## src/rtl/shacc_queue.sv

```systemverilog
// Short command queue between the classifying front and the bin update back.
`default_nettype none

module shacc_queue #(
   parameter int WIDTH = 32,
   parameter int DEPTH = 2,
   localparam int PTR_W = $clog2(DEPTH),
   localparam int CNT_W = $clog2(DEPTH + 1)
) (
   input  wire logic             clock,
   input  wire logic             reset,
   input  wire logic             push_valid,
   output logic                  push_ready,
   input  wire logic [WIDTH-1:0] push_data,
   output logic                  pop_valid,
   input  wire logic             pop_ready,
   output logic      [WIDTH-1:0] pop_data
);

   logic [WIDTH-1:0] entry_ff [DEPTH];
   logic [WIDTH-1:0] entry_in [DEPTH];
   logic [PTR_W-1:0] wr_ptr_ff, wr_ptr_in;
   logic [PTR_W-1:0] rd_ptr_ff, rd_ptr_in;
   logic [CNT_W-1:0] count_ff, count_in;
   logic             push;
   logic             pop;

   assign push_ready = count_ff != CNT_W'(DEPTH);
   assign pop_valid  = count_ff != '0;
   assign pop_data   = entry_ff[rd_ptr_ff];
   assign push       = push_valid && push_ready;
   assign pop        = pop_valid && pop_ready;

   always_comb begin
      entry_in  = entry_ff;
      wr_ptr_in = wr_ptr_ff;
      rd_ptr_in = rd_ptr_ff;
      count_in  = count_ff;
      if (push) begin
         entry_in[wr_ptr_ff] = push_data;
         wr_ptr_in = (wr_ptr_ff == PTR_W'(DEPTH - 1)) ? '0 : wr_ptr_ff + 1'b1;
      end
      if (pop) begin
         rd_ptr_in = (rd_ptr_ff == PTR_W'(DEPTH - 1)) ? '0 : rd_ptr_ff + 1'b1;
      end
      case ({push, pop})
         2'b10:   count_in = count_ff + 1'b1;
         2'b01:   count_in = count_ff - 1'b1;
         default: count_in = count_ff;
      endcase
   end

   always_ff @(posedge clock) begin
      entry_ff <= entry_in;
      if (reset) begin
         wr_ptr_ff <= '0;
         rd_ptr_ff <= '0;
         count_ff  <= '0;
      end else begin
         wr_ptr_ff <= wr_ptr_in;
         rd_ptr_ff <= rd_ptr_in;
         count_ff  <= count_in;
      end
   end

endmodule

`default_nettype wire

```

## config.mk

```make
export PLATFORM = sky130hd
export DESIGN_NAME = shacc_queue
export DESIGN_NICKNAME = d
export VERILOG_FILES = /design/src/rtl/shacc_queue.sv
export SDC_FILE = /design/constraint.sdc
export NUM_CORES = 1
export LEC_CHECK = 0
export CAP_MARGIN = 0
export CORE_MARGIN = 1.5
export CORE_UTILIZATION = 58
export CTS_BUF_LIST = sky130_fd_sc_hd__clkbuf_4 sky130_fd_sc_hd__clkbuf_8
export DETAILED_ROUTE_END_ITERATION = 16
export DONT_BUFFER_PORTS = 1
export PLACE_DENSITY = 0.76
export REMOVE_ABC_BUFFERS = 1
export SKIP_LAST_GASP = 1
export SLEW_MARGIN = 20
export SYNTH_ARGS = -nofsm -noshare
export SYNTH_HDL_FRONTEND = slang
export SYNTH_SLANG_ARGS = --single-unit
```

## constraint.sdc

```tcl
create_clock -name clock -period 1.6 [get_ports clock]
set_input_delay 0.08 -clock clock [delete_from_list [all_inputs] [get_ports clock]]
set_output_delay 0.08 -clock clock [all_outputs]
set_load 0.1 [all_outputs]
```

* Yosys cells after proc, flatten, opt, wreduce, memory -nomap -nowiden
Cells that the tools add are included.
Word-level totals: output and inout bits 34, register bits after elaboration 68, word-level logic and storage cells 31
Operators by class: $add $sub $neg 4, equal/unequal tests 3, reductions and logical operators 5, bitwise gates (word level) 2, multiplexer cells 9, order comparisons 3
Operators with widths (number):
- 2-to-1 mux 32 bit | 4
- bitwise mux 64 bit | 1
- demux 32 bit (select 1 bit) | 1
- >= comparator 2 bit, second input constant | 2
- inverter 1 -> 2 bit | 2
- one-hot mux 2 bit (2 select lines) | 1
- nonzero test 2 bit | 2
- logical AND 1 bit | 3
- adder 1 bit, second input constant | 2
- adder 2 x 1 -> 2 bit, second input constant | 1
- == test 2 x 1 -> 1 bit, second input constant | 1
- == test 2 bit, second input constant | 1
- less-than comparator 2 x 1 -> 1 bit, second input constant | 1
- 2-to-1 mux 1 bit | 2
- inequality test 2 bit, second input constant | 1
- subtractor 2 x 1 -> 2 bit, second input constant | 1

* Logic depth before layout (Yosys ltp)
Gate-level depths: netlist of run 1.
depth in word-level cells 6, depth in mapped cells 6

* Worst setup path before layout of run 1
No wires, ideal clock.
path type flip-flop to flip-flop, start point register count_ff[0], end point register entry_ff[0] (netlist name) (enable), data arrival time 2.211 ns, cell stages (with the launch flop) 3, buffers on the path 0, path slack -1.004 ns, cell sequence dfxtp_1 > nand2b_1 > and3_1
On the way: longest elaborated chain between the ends 2
RTL lines:
- from (decl) | RTL line 24 | logic [CNT_W-1:0] count_ff, count_in;
- from (signal assigned) | RTL line 62 | count_ff <= count_in;
- inequality test 2 bit | RTL line 28 | assign push_ready = count_ff != CNT_W'(DEPTH);
- via push_ready | RTL line 13 | output logic push_ready,
- logical AND 1 bit | RTL line 31 | assign push = push_valid && push_ready;
- to (signal assigned) | RTL line 54 | entry_ff <= entry_in;
- to (decl) | RTL line 20 | logic [WIDTH-1:0] entry_ff [DEPTH];
The timed path passes the listed nets, and every way through them passes these cells. A chain may end at the register's enable or synchronous reset.

* Worst setup path in the final report of run 1
start point register count_ff[0], end point register wr_ptr_ff
On the way: longest elaborated chain between the ends 2
RTL lines:
- inequality test 2 bit | RTL line 28
- logical AND 1 bit | RTL line 31
- to (signal assigned) | RTL line 60 | wr_ptr_ff <= wr_ptr_in;
- to (decl) | RTL line 22 | logic [PTR_W-1:0] wr_ptr_ff, wr_ptr_in;
Every way passes these cells.

==> run metrics, run 1 <==
CP Capture Type register; Post-Syn Instances around 120; hpwl dp about 3.0 mm; Port Buffer Count 0; CTS Root Cell clkbuf_8; leading cell types in the layout, fill and taps excluded edfxtp_1, dlygate4sd3_1, buf_12; fin. max-slew vios 0; Residual DRC 0; Final period util 103%; core area around 4100 um^2; count of cell types in the netlist 19; failing checks negative setup slack; Routed WL between 7 and 8 mm; chip width between 60 and 70 um; Yosys reg bits around 70; WL/cell 30.4 um; placed inst area around 3200 um^2; Cell Pwr Density roughly 2200 nW/um^2; Worst Path Arrival between 1.5 and 2 ns; FILL cells around 110; critical path's top delay family buffers and inverters; largest net degree at the start of global routing 33; htree depth 3; register area share after synthesis between 80% and 90%; DIE AREA ~4700 um^2; Setup Viol. Count Final 2; initial DRC count around 140; ANT nets after route 0; Largest stage delay, worst path 0.59 ns; Setup Skew between 0.007 and 0.008 ns; Layout area overhead 52.2%; worst relative slew slack ~64%; nets ~240; FMAX ~0.6 GHz; status finished with violations; metal3 WL approximately 690 um; Via-to-Cell Ratio between 6 and 7; CTS tree built; met1 WL between 2 and 3 mm; vias in the first global route between 1500 and 2000; Synth Cell Area 2500 um^2; RSZ-0062 raised after global routing true; final setup margin -0.0447 ns; Clock Path Buffers 2; Final Hold Fails 0; Post-Syn Area per Cell 20.5 um^2; Hold Crit Class in2reg; post-route cell area 3810 um^2; Fin Setup TNS -0.0831 ns; DR pass1 iterations 4; Starting Density around three fifths; worst skew pair latency approximately 0.34 ns; Routability Congestion ~0.68; GRT Total Usage between 30% and 40%; post-CTS setup buffers 0; WL met2 roughly 4.3 mm; Max FO, Critical Path 5; antenna violations before repair 2; Ys Warns 0; WP buf/inv 1; Critical Path Start Type register; worst path required time 1.89 ns; Num CTS Buffers 9; crit path time final ~1.6 ns; FP Rows 23; worst vdd ir approximately 2 mV; die height 68.7 um; Power, Total about 8.6 mW; Worst-Margin Slew about 0.54 ns; io pins 70; DR top layer met4; share of post-route cells with drive strength above 1 a little under half; clk slew on worst S/H paths about 0.070 ns; Overflow after GRT 0; via count roughly 1600; Clock Sinks between 60 and 70; first-pass GRT wire length about 9.4 mm; crit path cell chain nand2b_4 > a21bo_2 > a21oi_1 > dlygate4sd3_1; commonest non-fill, non-tap cell in the layout edfxtp_1; Crit Path Category reg2reg; Slowest-stage cell, CP dlygate4sd3_1; static leakage 1.38 nW; maxcap violations 0
[worst reg2reg max path: stages (launching register included)]
cell and delay [ns]:
dfxtp_4 0.38, nand2b_4 0.17, a21bo_2 0.23, a21oi_1 0.21
dlygate4sd3_1 0.59
[power by group]
part	total (mW)	internal [mW]	switching [mW]
logic	4.89	1.69	3.20
clock network	1.24	0.574	0.667
registers	2.43	2.27	0.162
[cells in the mapped netlist]
| cell type | n | area, um^2 |
|---|---|---|
| a21bo_2 | 1 | 10.0 |
| a21oi_1 | 2 | 10.0 |
| and3_1 | 1 | 6.26 |
| buf_2 | 4 | 20.0 |
| dfxtp_1 | 4 | 80.1 |
| edfxtp_1 | 64 | 1920 |
| ha_1 | 1 | 12.5 |
| inv_1 | 1 | 3.75 |
| mux2_2 | 32 | 360 |
| nand2_1 | 1 | 3.75 |
| nand2b_1 | 1 | 6.26 |
| nand3b_1 | 1 | 7.51 |
| nor2_1 | 2 | 7.51 |
| o21a_1 | 1 | 7.51 |
| o21ai_0 | 1 | 5.00 |
| or2_2 | 1 | 6.26 |
| or3_1 | 1 | 6.26 |
| xnor2_1 | 2 | 17.5 |
| xor2_1 | 1 | 8.76 |
[path summary, 6_finish.rpt]
kind	from	to	slack [ns]	depth (start not counted)
worst min-delay path	pop_ready	rd_ptr_ff	0.19	3
worst max-delay path	count_ff[0]	wr_ptr_ff	-0.04	4
worst min register to register	count_ff[0]	count_ff[0]	0.61	2
worst max register to register	count_ff[0]	wr_ptr_ff	-0.04	4
[stage by stage]
stage	utilization, %	cells	hold WS, ns	setup slack [ns]
global route	93.1	257	0.182	-0.0489
detailed placement	79.3	206	0.152	-0.00901
global placement	79.3	206	0.151	0.127
finish	93.1	257	0.188	-0.0447
CTS	92.0	255	0.142	0.00118
floorplan	-	118	0.149	-1.00
[repair_timing]
item / in CTS / in global routing
hold endpoints to repair: 68 / 0
gates cloned: 0 / 0
endpoints found under the setup margin: 1 / 34
hold buffers: 34 / 0
gates resized for setup: 5 / 10
[state kept, by name, indices dropped and copies added, names as in the netlist]
register and flops:
entry_ff 64, count_ff 2, rd_ptr_ff 1, wr_ptr_ff 1
[logic make-up (layout without fill, tap and decap cells)]
group	count (synthesis)	after routing	share of synthesized area, %
AO/OA/AOI/OAI	5	5	1.30
other	0	2	0
multiplexers	32	32	14.4
flip-flops	68	68	80.0
AND/OR/NAND/NOR	8	8	1.75
XOR/XNOR	3	3	1.05
buffers and inverters	5	88	0.950
adder cells (fa/ha/maj)	1	1	0.500
[cell type report]
class | count | area (um^2) | area share [%]
repair buffers | 72 | 1060 | 27.8
diodes | 2 | 5.00 | 0.131
flip-flops and latches | 68 | 2010 | 52.8
clock buffers | 11 | 139 | 3.65
inverters | 1 | 3.75 | 0.0986
well taps | 50 | 62.6 | 1.64
multi-input cells | 49 | 512 | 13.4
clock inverters | 4 | 17.5 | 0.460
[metal layers]
layer,track usage [%],up-vias
met1,33.1,784
met4,13.3,0
met2,56.4,125
met5,0,-
li1,-,635
met3,8.60,30
Power figures use the tool's default switching activity.
==> run 2, diff against run 1 <==
Clock period 1.6 ns to 1.35 ns, I/O delays scaled along.
==> run 2 against run 1 <==
Compared with the run above: synthesized cell count stayed put; the flow now stops in clock tree synthesis (4_1_cts); area after synthesis unchanged.
==> run metrics, run 2 <==
status stopped before the end; Halt Stage clock tree synthesis (4_1_cts); Run Error [ERROR DPL-0033] detailed placement checks failed during check placement.; Post-Syn Instances 122; Compound-Gate Fraction of Synth Area ~1.3%; most common cell in the synthesized netlist edfxtp_1; Post-Syn Area per Cell just over 20 um^2; count of cell types in the netlist 19; Post-Synth Adder-Cell Area less than 1%; Post-CTS Hold Buffers 34; most common flop cell mapped by yosys edfxtp_1; placed inst area between 3000 and 4000 um^2; top post-synthesis cells by area edfxtp_1, mux2_2, dfxtp_1; Clock Sinks slightly below 70; top cells by count, synth edfxtp_1, mux2_2, buf_2, dfxtp_1; Port Buffer Count 0; chip width between 60 and 70 um; Clock Path Buffers 2; hpwl dp ~2.9 mm; Starting Density approximately three fifths; Routability Congestion 0.640; area share of the largest cell type after synthesis between 70 and 80%; largest family of logic cells by synthesized area multiplexers; htree depth 3; CTS Root Cell clkbuf_8; register area share after synthesis about four fifths; die height 68.7 um; ys async rst share 0%; Yosys reg bits 68; multiplexer share of the synthesized area around 14%; pre-CTS setup slack -0.108 ns; cell taking the most area after synthesis edfxtp_1; FP Rows 23; Num CTS Buffers 9; Simple-Gate Fraction of Synth Area 1.75%; Ys Warns 0; Synth Cell Area around 2500 um^2; Post-synth EDFFs between 60 and 70; PostCTS Resize Cnt 9; Synth Area in XOR/XNOR around 1.1%; post-CTS setup buffers 5; io pins 70
-- run 2: cell counts after synthesis --
Identical to the previous run, type by type.
-- run 2: logic make-up after synthesis --
group	after synthesis
AO/OA/AOI/OAI	5
XOR/XNOR	3
adder cells (fa/ha/maj)	1
buffers and inverters	5
flip-flops	68
multiplexers	32
AND/OR/NAND/NOR	8
-- run 2: per-stage QoR --
| step | hold WS (ns) | instances | utilization [%] |
|---|---|---|---|
| 2_1_floorplan | 0.137 | 118 | - |
| 3_3_place_gp | 0.138 | 209 | 80.8 |
| 3_5_place_dp | 0.143 | 209 | 80.8 |
==> run 3, diff against run 2 <==
Settings changed: CORE_UTILIZATION 58 to 40, CTS_BUF_LIST sky130_fd_sc_hd__clkbuf_4 sky130_fd_sc_hd__clkbuf_8 to default, PLACE_DENSITY 0.76 to default, PLACE_DENSITY_LB_ADDON from default to 0.15.
Clock period 1.35 ns to 1.76 ns, I/O delays scaled along.
==> run 3 against run 2 <==
Compared with the run above: the run now ends clean.
==> run metrics, run 3 (synthesis gave the netlist of run 1 again) <==
core area around 6000 um^2; largest net degree at the start of global routing 20; via count ~1400; Setup Viol. Count Final 0; htree depth 3; crit path time final between 1.5 and 2 ns; Final Hold Fails 0; Hold Crit Class in2reg; Worst Path Arrival about 1.9 ns; initial DRC count 80; status finished clean; Crit Path Category reg2reg; vias in the first global route about 1400; Critical Path Start Type register; Setup Skew between 0.005 and 0.006 ns; worst path required time ~2.0 ns; maxcap violations 0; Num CTS Buffers 9; FP Rows 28; chip width around 82 um; Residual DRC 0; first-pass GRT wire length slightly below 7 mm; Inst Count DP about 230; crit path cell chain nand2b_1 > nand2_1 > ha_1 > or3_1 > a21oi_1; CP startpoint count_ff[0]; Multi-input gate area about 480 um^2; GRT Total Usage about 15%; nets approximately 240; commonest non-fill, non-tap cell in the layout edfxtp_1; io pins 70; r2r endpoint count_ff[1]; Starting Density a little over two fifths; Cell Count, Final, Fillers Out 282; FF+latch area between 2000 and 2500 um^2; CTS tree built; CP Capture Type register; leading cell types in the layout, fill and taps excluded edfxtp_1, dlygate4sd3_1, mux2_2, buf_12, clkbuf_8; Routed WL roughly 4.5 mm; WP buf/inv 0; worst skew pair latency roughly 0.33 ns; critical path's top delay family simple AND/OR/NAND/NOR gates; Clock Sinks 68; CTS Root Cell clkbuf_8; DR pass1 iterations 4; hpwl dp ~3.0 mm; share of post-route cells with drive strength above 1 between 40% and 50%; CP Depth 5; worst reg2reg path startpoint count_ff[0]; R2R Setup Slk 0.14 ns; max FFs per register 64; Largest stage delay, worst path ~0.41 ns; Slowest-stage cell, CP dfxtp_1; Overflow after GRT 0; diode count 0; die height 82.1 um; antenna violations before repair 0; FILL cells slightly below 400; Port Buffer Count 0; ANT nets after route 0; Via-to-Cell Ratio approximately 4.8; WL/cell 15.9 um; PostCTS Resize Cnt 0; RSZ-0062 raised after global routing false; DIE AREA 6740 um^2; Clock Path Buffers 2; Worst-Margin Slew between 0.5 and 0.6 ns; Layout area overhead 53.9%; clk slew on worst S/H paths 0.07 ns; Max FO, Critical Path 5; worst relative slew slack between 60% and 70%; Final period util between 90 and 100%; FMAX around 0.6 GHz; largest registers in the final layout entry_ff (64), count_ff (2); fin. max-slew vios 0; worst-case reg-to-reg path depth 5; Largest Register entry_ff; Routability Congestion 0.766; Worst Setup EP count_ff[1]
## run 3: tightest hold or removal path, stage by stage
cell,delay [ns]
o21a_1,0.12
xnor2_1,0.15
nor2_1,0.04
## run 3: cell type report
type	instances	share of cell area (%)
sequential	68	52.0
timing repair buffer	73	26.9
multi-input combinational	49	12.4
clock buffer	9	3.22
clock inverter	7	2.99
tap	75	2.44
inverter	1	0.0975
## run 3: per-stage QoR
| stage | util, % | hold slack, ns | area (um^2) | setup TNS, ns | setup WS [ns] |
|---|---|---|---|---|---|
| final | 64.2 | 0.114 | 3850 | 0 | 0.140 |
| after detailed placement | 54.6 | 0.163 | 3270 | 0 | 0.161 |
| after CTS | 64.2 | 0.0853 | 3850 | 0 | 0.143 |
| after global routing | 64.2 | 0.131 | 3850 | 0 | 0.0512 |
| after global placement | 54.6 | 0.159 | 3270 | 0 | 0.275 |
| after floorplan | - | 0.157 | 2480 | -51.05 | -0.844 |
## run 3: repair_timing
action / CTS / global route
hold buffers: 34 / 0
buffers inserted: 0 / 0
endpoints found under the hold margin: 68 / 0
## run 3: worst min-delay path by stage
| stage | startpoint | endpoint | slack (ns) | cells after the start |
|---|---|---|---|---|
| finish | pop_ready | rd_ptr_ff | 0.11 | 3 |
| global route | pop_ready | rd_ptr_ff | 0.13 | 3 |
| CTS | pop_ready | rd_ptr_ff | 0.09 | 3 |
| detailed placement | reset | count_ff[1] | 0.16 | 1 |
| global placement | reset | wr_ptr_ff | 0.16 | 1 |
| floorplan | reset | count_ff[1] | 0.16 | 1 |
## run 3: layer usage
metal / track usage (%) / share of wire [%] / vias up
li1: - / - / 637
met1: 14.1 / 34 / 669
met2: 27.4 / 58 / 42
met3: 5.33 / 6.3 / 10
met4: 7.63 / 1.7 / 0
met5: 0 / 0 / -
Power of run 3 is left out: the tool's default activity adds up to more than one toggle a clock period on the data nets, which glitch-free logic cannot reach.
