## src/rtl/shacc_pkg.sv

```systemverilog
// Shared types, constants and functions of the summary histogram accumulator.
`default_nettype none

package shacc_pkg;

   localparam int COLUMN_W    = 4;
   localparam int ROW_W       = 10;
   localparam int SAMPLE_W    = 32;
   localparam int COUNT_W     = 16;
   localparam int SHIFT_W     = 6;
   localparam int YSB_W       = 4;
   localparam int XCH_W       = 5;
   localparam int NUM_SHIFTS  = 16;
   localparam int FUNC_W      = 2;
   localparam int REQ_TDATA_W = 72;
   localparam int RSP_TDATA_W = 24;
   localparam int CSR_INDEX_W = 1;
   localparam int CSR_DATA_W  = 5;

   localparam logic [YSB_W-1:0] YSB_RESET = 4'd10;
   localparam logic [XCH_W-1:0] XCH_RESET = 5'd16;

   localparam logic [CSR_INDEX_W-1:0] CSR_Y_SCALE    = 1'b0;
   localparam logic [CSR_INDEX_W-1:0] CSR_X_CHANNELS = 1'b1;

   typedef enum logic [1:0] {
      FUNC_INC   = 2'd0,
      FUNC_READ  = 2'd1,
      FUNC_WRITE = 2'd2,
      FUNC_SHIFT = 2'd3
   } func_type;

   typedef enum logic [1:0] {
      ST_DONE    = 2'd0,
      ST_SKIPPED = 2'd1,
      ST_RANGE   = 2'd2
   } status_type;

   typedef enum logic [1:0] {
      OP_NONE  = 2'd0,
      OP_READ  = 2'd1,
      OP_WRITE = 2'd2,
      OP_INC   = 2'd3
   } op_kind_type;

   typedef struct packed {
      logic [YSB_W-1:0] y_scale_bits;
      logic [XCH_W-1:0] x_channels_in_use;
   } cfg_type;

   typedef struct packed {
      op_kind_type        kind;
      status_type         status;
      logic [COUNT_W-1:0] wr_count;
   } cmd_type;

   typedef struct packed {
      status_type         status;
      logic [COUNT_W-1:0] read_count;
   } rsp_type;

   // Positive code shifts right, negative shifts left; a left shift of 32 gives zero.
   function automatic logic [SAMPLE_W-1:0] scale_value(input logic [SAMPLE_W-1:0] v,
                                                       input logic [SHIFT_W-1:0] code);
      logic [SHIFT_W-1:0]  mag;
      logic [SAMPLE_W-1:0] res;
      mag = 6'd0 - code;
      if (!code[SHIFT_W-1]) begin
         res = v >> code;
      end else if (mag[SHIFT_W-1]) begin
         res = '0;
      end else begin
         res = v << mag[SHIFT_W-2:0];
      end
      return res;
   endfunction

endpackage

`default_nettype wire

```

## src/rtl/shacc_front.sv

```systemverilog
// Front part: accepts items, scales samples, range-checks and forms bin commands.
`default_nettype none

module shacc_front import shacc_pkg::*; #(
   parameter int MAX_COLUMNS  = 16,
   parameter int MAX_ROW_BITS = 10,
   localparam int ADDR_W = $clog2(MAX_COLUMNS << MAX_ROW_BITS)
) (
   input  wire logic                clock,
   input  wire logic                reset,
   input  wire cfg_type             cfg,
   input  wire logic                hold,
   input  wire logic                req_tvalid,
   output logic                     req_tready,
   input  wire func_type            req_func,
   input  wire logic [COLUMN_W-1:0] req_column,
   input  wire logic [ROW_W-1:0]    req_row,
   input  wire logic [SAMPLE_W-1:0] req_sample_value,
   input  wire logic                req_sample_valid,
   input  wire logic [COUNT_W-1:0]  req_write_count,
   input  wire logic [SHIFT_W-1:0]  req_shift_amount,
   output logic                     cmd_valid,
   input  wire logic                cmd_ready,
   output cmd_type                  cmd,
   output logic      [ADDR_W-1:0]   cmd_addr
);

   typedef struct packed {
      func_type            func;
      logic [COLUMN_W-1:0] column;
      logic [ROW_W-1:0]    row;
      logic [SAMPLE_W-1:0] scaled;
      logic                sample_valid;
      logic [COUNT_W-1:0]  wr_count;
      logic                col_ok;
   } f1_type;

   logic [SHIFT_W-1:0]      shift_ff [NUM_SHIFTS];
   logic [SHIFT_W-1:0]      shift_in [NUM_SHIFTS];
   logic                    f1_valid_ff, f1_valid_in;
   f1_type                  f1_ff, f1_in;
   logic                    accept;
   logic                    col_ok;
   logic [4:0]              ebits;
   logic [SAMPLE_W-1:0]     hi_mask;
   logic                    y_fits;
   logic                    row_fits;
   logic [MAX_ROW_BITS-1:0] row_sel;

   assign req_tready = !hold && (!f1_valid_ff || cmd_ready);
   assign accept     = req_tvalid && req_tready;
   assign col_ok     = ({1'b0, req_column} < cfg.x_channels_in_use) &&
                       (int'(req_column) < MAX_COLUMNS);

   always_comb begin
      shift_in = shift_ff;
      if (accept && req_func == FUNC_SHIFT && col_ok) begin
         shift_in[req_column] = req_shift_amount;
      end
   end

   always_comb begin
      f1_in = f1_ff;
      if (accept) begin
         f1_in.func         = req_func;
         f1_in.column       = req_column;
         f1_in.row          = req_row;
         f1_in.scaled       = scale_value(req_sample_value, shift_ff[req_column]);
         f1_in.sample_valid = req_sample_valid;
         f1_in.wr_count     = req_write_count;
         f1_in.col_ok       = col_ok;
      end
      if (accept) begin
         f1_valid_in = 1'b1;
      end else if (cmd_ready) begin
         f1_valid_in = 1'b0;
      end else begin
         f1_valid_in = f1_valid_ff;
      end
   end

   always_ff @(posedge clock) begin
      f1_ff <= f1_in;
      if (reset) begin
         f1_valid_ff <= 1'b0;
         for (int i = 0; i < NUM_SHIFTS; i++) begin
            shift_ff[i] <= '0;
         end
      end else begin
         f1_valid_ff <= f1_valid_in;
         shift_ff    <= shift_in;
      end
   end

   assign ebits    = (5'(cfg.y_scale_bits) > 5'(MAX_ROW_BITS)) ? 5'(MAX_ROW_BITS)
                                                               : 5'(cfg.y_scale_bits);
   assign hi_mask  = ~32'd0 << ebits;
   assign y_fits   = (f1_ff.scaled & hi_mask) == '0;
   assign row_fits = (32'(f1_ff.row) & hi_mask) == '0;
   assign row_sel  = (f1_ff.func == FUNC_INC) ? f1_ff.scaled[MAX_ROW_BITS-1:0]
                                              : MAX_ROW_BITS'(f1_ff.row);
   assign cmd_addr = ADDR_W'(row_sel) * ADDR_W'(MAX_COLUMNS) + ADDR_W'(f1_ff.column);
   assign cmd_valid = f1_valid_ff;

   always_comb begin
      cmd.kind     = OP_NONE;
      cmd.status   = ST_DONE;
      cmd.wr_count = f1_ff.wr_count;
      if (!f1_ff.col_ok) begin
         cmd.status = ST_RANGE;
      end else begin
         case (f1_ff.func)
            FUNC_INC: begin
               if (!f1_ff.sample_valid) begin
                  cmd.status = ST_SKIPPED;
               end else if (!y_fits) begin
                  cmd.status = ST_RANGE;
               end else begin
                  cmd.kind = OP_INC;
               end
            end
            FUNC_READ, FUNC_WRITE: begin
               if (!row_fits) begin
                  cmd.status = ST_RANGE;
               end else begin
                  cmd.kind = (f1_ff.func == FUNC_READ) ? OP_READ : OP_WRITE;
               end
            end
            default: begin
               cmd.kind = OP_NONE;
            end
         endcase
      end
   end

endmodule

`default_nettype wire

```

## config.mk

```make
export PLATFORM = sky130hd
export DESIGN_NAME = shacc_front
export DESIGN_NICKNAME = d
export VERILOG_FILES = /design/src/rtl/shacc_pkg.sv /design/src/rtl/shacc_front.sv
export SDC_FILE = /design/constraint.sdc
export NUM_CORES = 1
export LEC_CHECK = 0
export CORE_ASPECT_RATIO = 0.9
export CORE_MARGIN = 1
export CORE_UTILIZATION = 30
export DETAILED_ROUTE_END_ITERATION = 6
export DONT_BUFFER_PORTS = 1
export PLACE_DENSITY = 0.49
export SLEW_MARGIN = 20
export SYNTH_ARGS = -nofsm -noshare
export SYNTH_HDL_FRONTEND = slang
export SYNTH_SLANG_ARGS = --single-unit
```

## constraint.sdc

```tcl
create_clock -name clock -period 9.55 [get_ports clock]
set_clock_uncertainty 0.1 [all_clocks]
set_input_delay 0 -clock clock [delete_from_list [all_inputs] [get_ports clock]]
set_output_delay 0 -clock clock [all_outputs]
set_load 0.005 [all_outputs]
```

-- After elaboration in Yosys (flattened, before gate mapping)
Index checks and enable logic that the tools add are counted.
- RAM bits: 0
- output and inout bits: 36
- word-level logic and storage cells: 75
- memories: 0
- flip-flop bits (word level): 163
- ROM bits: 0
- bits of input ports: 85
- latch bits: 0
- bitwise logic cells: 3
- add/sub/neg operators: 2
- multiplexer cells: 23
- $mul: 0
- shift-type cells: 3
- equality and inequality tests: 3
- reduce and logical (&&, ||, !) cells: 13
- $lt $le $gt $ge: 4
- div/mod/pow operators: 0
- operators by type and width (operator ; number):
    $bwmux W96 ; 1
    $logic_not A32 Y1 ; 2
    $mux W32 ; 2
    $and A10 B32 Y32 ; 1
    $and A32 B32 Y32 ; 1
    $shl A32 B4 Y32 const A ; 1
    $shl A32 B5 Y32 ; 1
    $shr A32 B6 Y32 ; 1
    $bmux W6 S4 ; 1
    $demux W6 S4 ; 1
    $mux W2 ; 9
    $mux W6 ; 3
    $add A14 B4 Y14 ; 1
    $mux W10 ; 1
    $pmux W2 S2 ; 2
    $sub A1 B6 Y6 const A ; 1
    $ge A5 B5 Y1 const B ; 1
    $logic_and A1 B1 Y1 ; 5
    $lt A4 B5 Y1 ; 1
    $lt A5 B1 Y1 const B ; 1
    $not A4 Y5 ; 1
    $eq A2 B2 Y1 const B ; 2
    $gt A4 B4 Y1 const B ; 1
    $mux W4 ; 1
    7 further kinds ; 9

-- Longest topological paths before layout
- word-level depth: 9
- mapped depth: 16
- mapped depth without buffers: 11

-- Least setup slack after synthesis
OpenSTA, ideal clock, no wires.
- kind: reg-to-reg
- start: register shift_ff[48] (netlist name)
- end: register f1_ff[48] (netlist name), data pin
- clock period less this slack: 4.095 ns
- path slack: 5.455 ns
- arrival: 3.734 ns
- buffers on the path: 6
- stages on the path, launching flop included: 16
- data required time: 9.189 ns
- setup time: 0.261 ns
- cells stage by stage: dfxtp_1 > mux4_2 > or2_1 > clkbuf_1 > a22o_1 > buf_4 > inv_2 > clkbuf_1 > ha_1 > clkbuf_1 > buf_1 > clkbuf_1 > a211oi_1 > a211oi_1 > a21oi_1 > a221o_1
- cells in the longest elaborated chain, start to end: 7
- elaborated cells between the ends (all ways): 8
- classes of those cells: add/sub (1); shift (2); mux (5)
- RTL lines (item ; line ; source):
    start: declaration ; shacc_front.sv:38 ; logic [SHIFT_W-1:0] shift_ff [NUM_SHIFTS];
    start signal: assignment ; shacc_front.sv:91 ; shift_ff <= shift_in;
    $bmux W6 S4 * ; shacc_front.sv:68 ; f1_in.scaled = scale_value(req_sample_value, shift_ff[req_column]);
    $mux W6 (implied by the code) * (2 in series) ; shacc_front.sv:68 ;
    $sub A1 B6 Y6 ; shacc_pkg.sv:67 ; mag = 6'd0 - code;
    $shl A32 B5 Y32 ; shacc_pkg.sv:73 ; res = v << mag[SHIFT_W-2:0];
    $mux W32 ; shacc_pkg.sv:70 ; end else if (mag[SHIFT_W-1]) begin
    $mux W32 * ; shacc_pkg.sv:68 ; if (!code[SHIFT_W-1]) begin
    end signal: assignment ; shacc_front.sv:83 ; f1_ff <= f1_in;
    end: declaration ; shacc_front.sv:41 ; f1_type f1_ff, f1_in;
Every way passes the cells marked *; elsewhere a longest branch is shown, timed or not. The select of a mux whose other input is x is not followed.
A chain may end at the register's enable or synchronous reset.

-- Worst setup path after layout
- start: register shift_ff[36] (netlist name)
- end: register f1_ff[48] (netlist name), data pin
Same word-level chain as after synthesis.

==> impl.org <==
** Synthesis
- Top cells by instance count after synthesis :: 165 x sky130_fd_sc_hd__mux2i_1, 107 x sky130_fd_sc_hd__a21oi_1, 105 x sky130_fd_sc_hd__nand2_1
- After synthesis the netlist holds a flip-flop and latch count of around 160.
- Area leader, netlist :: sky130_fd_sc_hd__edfxtp_1
- For this run, the leading register cell type out of synthesis is sky130_fd_sc_hd__dfxtp_1.
- Fraction of the yosys area taken by sequential cells :: a little under two fifths
- A synthesized cell averages 9.44 um^2.
- The synthesized netlist occupies a cell area of 10600 um^2.
- Most repeated cell in the gate-level netlist after synthesis :: sky130_fd_sc_hd__mux2i_1
- Post-Synthesis Net Count :: 1216
- Async set-reset flop share out of synthesis :: 0%
- Synth top area share :: 18.7%
- Counting flops with a built-in enable in the synthesized netlist gives 66.
- The Yosys step of the flow raised 0 warnings.
- By area the synthesized netlist is led by sky130_fd_sc_hd__edfxtp_1 19%, sky130_fd_sc_hd__dfxtp_1 18%, sky130_fd_sc_hd__mux2i_1 16%.
- Mapped Cells :: 1124
- In this run, distinct cell masters in the synthesized netlist total 63.

** Floorplan
- The floorplan step set the die height to ~180 um.
- The floorplan step defined a die boundary enclosing 36100 um^2.
- Row generation in the floorplan step produced 64 rows.
- IO Count :: 121
- The region available for standard cell placement spans 34400 um^2.
- Starting density of the core :: between 30 and 40%
- In this run the horizontal extent of the chip is roughly 200 um.

** Min path
- Min-Delay Path Class :: in2reg
- The worst hold path passes through 4 cells.
- Launch instance of the worst min-delay path :: req_column[3]
- The path with the worst hold slack has its endpoint at shift_ff[81].

** Global route
- The initial antenna violation count was 1.
- Global routing consumed, over all layers together, 20.2% of the routing resources.
- Total grt overflow :: 0
- Via count of the first global-routing pass :: 8597
- First-pass GRT wire length :: 55700 um
- Largest net degree at the start of global routing :: 98

** Critical path
- Largest delay share family, worst path :: buffers and inverters
- The critical path is of the reg2reg type.
- Largest stage delay on the critical path :: between 0.6 and 0.7 ns
- Worst reg-to-reg path cell count :: 12
- Sort of element at the start of the critical path :: flop
- Endpoint type of the worst setup path :: flop
- Crit path cell chain :: mux2i_1 -> a221oi_2 -> a22o_2 -> buf_4 -> inv_2 -> ha_1 -> buf_4 -> inv_1 -> a211oi_1 -> nor2_1 -> mux4_2 -> a221o_1
- For the worst setup path, the data arrival time is 5.45 ns.
- Number of buffers and inverters on the critical path :: 4
- Crit path top cell by count :: sky130_fd_sc_hd__buf_4
- Critical-path top delay cell :: sky130_fd_sc_hd__buf_4
- The endpoint identified for the worst register-to-register timing path is f1_ff[48].
- The worst register-to-register path begins at shift_ff[36].
- Setup slack of the most critical reg-to-reg path :: ~4.2 ns
- STA puts the critical path data required time at between 9 and 10 ns.
- Largest fanout on the critical path :: 61

** Place
- Final Wtd Congestion :: 0.924
- DP HPWL :: between 20000 and 30000 um
- In this run the tool buffered the top-level ports with 0 buffer cells.
- Post-placement setup slack :: 4.26 ns

** Cells and area
- Layout net count :: 1193
- Antenna cell count :: 0
- Area of the multi-input gates :: about 6100 um^2
- Sequential cell area in the final layout :: 3920 um^2
- Compared with the post-synthesis result, the final layout area differs by 12.3%.
- Fillcell total :: 3507
- Of the cells placed in the final design, the portion with a size suffix greater than 1 is 10.8%.
- Once layout is complete, the utilization of the core stands at 34.6%.

** Detailed routing
- Routed vias :: just over 9000
- Summed over all layers, the routed wires come to 36800 um.
- Number of DRC markers in iteration 0 :: between 1000 and 1500
- After detailed routing, the average wire length per cell comes to 23.3 um.
- ANT nets after route :: 0
- Before antenna repair, the detailed router went through 7 iterations.
- Dividing the detail-routed via count by the number of cells gives 5.77.
- For this run, design rule violations remaining after detail routing come to 0.

** Power
- Of the total power, registers draw 42.7%.
- The analysis attributes to net switching a power of 0.000492 W.
- Cell internal power was estimated by the tool at 0.00127 W.
- Proportion of total power due to net switching :: 28.0%
- The clock network accounts for 40.6% of the total power.
- For this design the static power due to leakage is 4.46 nW.
- Power spread over the standard cell area amounts to 148 nW/um^2.
- The worst-case IR drop observed on VDD is between 0.1 and 0.15 mV.
- Combinational Power Share :: 16.7%

** STA
- Final Hold Fails :: 0
- Derived from the worst setup path, the maximum achievable clock frequency is 0.186 GHz.
- Headroom to the max-slew limit came out at between 20% and 30%.
- In the post-route analysis, the smallest setup slack over all paths is ~4.2 ns.
- Slew of the pin with the lowest slew margin :: between 1 and 1.5 ns
- Final Slew Violations :: 0
- Setup repair after global routing left no endpoint under its margin.
- Final period utilization :: 56.3%
- The worst path in the final design needs a cycle of ~5.4 ns, including I/O delays and setup.
- Sum Neg Setup Slack :: 0 ns
- Setup violations remaining at the end of the flow were counted as 0.

** Outcome
- The flow ran to the end, and the final reports show no timing, DRC or antenna violations.

** Clocking
- Clock Latency Late Sink :: 0.43 ns
- Number of sinks handled by clock tree synthesis :: between 150 and 200
- Clock slew at the register clock pins of the worst setup and hold paths :: 0.07 ns
- TritonCTS built the clock tree.
- Buffers inserted during clock tree synthesis total 17.
- Depth of the CTS H-tree :: 4
- The cell sitting at the root of the clock tree is a sky130_fd_sc_hd__clkbuf_16.
- The longest clock path from root to sink contains 2 buffers.

** Job
- Across the run, the number of max-cap violations was 0.
## worst max path at each step
| stage | startpoint | endpoint | cells past startpoint |
|---|---|---|---|
| 6_report | shift_ff[36] | f1_ff[48] | 12 |
| 5_1_grt | shift_ff[12] | f1_ff[48] | 12 |
| 4_1_cts | shift_ff[12] | f1_ff[48] | 12 |
| 3_5_place_dp | shift_ff[12] | f1_ff[48] | 12 |
| 3_3_place_gp | shift_ff[12] | f1_ff[47] | 12 |
| 2_1_floorplan | shift_ff[48] | f1_ff[48] | 15 |
## cell type report
cell class | count | share of cell area, %
Clock buffer | 20 | 3.92
Clock inverter | 12 | 1.22
Inverter | 26 | 0.819
Multi-Input combinational cell | 828 | 51.0
Sequential cell | 163 | 32.9
Tap cell | 462 | 4.85
Timing Repair Buffer | 65 | 5.27
## cell families (layout without fill, tap and decap cells)
family	count (synthesis)	after routing	share of synthesized area, %
DFF	163	163	37.0
xor gates and xnor gates	5	5	0.484
AOI/OAI and AO/OA	337	337	20.6
muxes	212	212	24.0
buffers and inverters	133	123	6.09
and+or+nand+nor	267	267	11.1
adders and majority gates	7	7	0.826
## worst reg2reg max path: cells and delay by family (launching register included)
kind                       cells  cell delay (ns)
AOI/OAI and AO/OA              4             1.67
adders and majority gates      1             0.46
buffers and inverters          4             1.96
DFF                            1             0.33
muxes                          2             0.56
and+or+nand+nor                1             0.07
## metal layers
layer  vias to the layer above  global-route usage [%]  wire [um]
met5                         -                       0         13
met1                      4451                    28.8      17200
li1                       4159                       -          -
met4                         2                    5.72        773
met2                       432                    28.5      15100
met3                        51                    6.96       3720
## timing repair
| item | 4_1_cts | 5_1_grt |
|---|---|---|
| hold endpoints to repair | 133 | 0 |
| buffers inserted | 0 | 0 |
| hold buffers | 49 | 0 |
| gates resized for setup | 0 | 0 |
## state kept, by name (all words and copies together), names as in the netlist
signal	flops
shift_ff	96
cmd	16
f1_ff	50
cmd_valid	1
## cells in the final DEF (no fill, tap or decap), types with 16 or more instances in the layout
cell type                       Yosys  layout
sky130_fd_sc_hd__dfxtp_1           97      97
sky130_fd_sc_hd__edfxtp_1          66      66
sky130_fd_sc_hd__inv_1             23      23
sky130_fd_sc_hd__dlygate4sd3_1      0      48
sky130_fd_sc_hd__mux2i_1          165     165
sky130_fd_sc_hd__nor2_1            97      97
sky130_fd_sc_hd__mux4_2            32      32
sky130_fd_sc_hd__nand2_1          105     105
sky130_fd_sc_hd__a211oi_1          45      45
sky130_fd_sc_hd__a21oi_1          107     107
sky130_fd_sc_hd__buf_4             26      16
sky130_fd_sc_hd__o21ai_0           79      79
sky130_fd_sc_hd__clkbuf_16          0      17
## per-stage QoR
step | instance area, um^2 | total power, W | instances | hold WS (ns)
floorplan | 10600 | 0.000973 | 1124 | -0.0676
global placement | 10800 | 0.00102 | 1495 | -0.0608
detailed placement | 10800 | 0.00102 | 1495 | -0.0640
CTS | 11900 | 0.00177 | 1576 | 0.0184
global route | 11900 | 0.00182 | 1576 | 0.0863
finish | 11900 | 0.00176 | 1576 | 0.0628
## power groups by stage
stage | Sequential [W] | Combinational [W] | Clock [W]
5_1_grt | 0.000752 | 0.000314 | 0.000758
4_1_cts | 0.000751 | 0.000286 | 0.000729
2_1_floorplan | 0.000764 | 0.000210 | 0
3_5_place_dp | 0.000767 | 0.000253 | 0
6_report | 0.000751 | 0.000294 | 0.000713
3_3_place_gp | 0.000767 | 0.000255 | 0
Power figures use the tool's default switching activity.
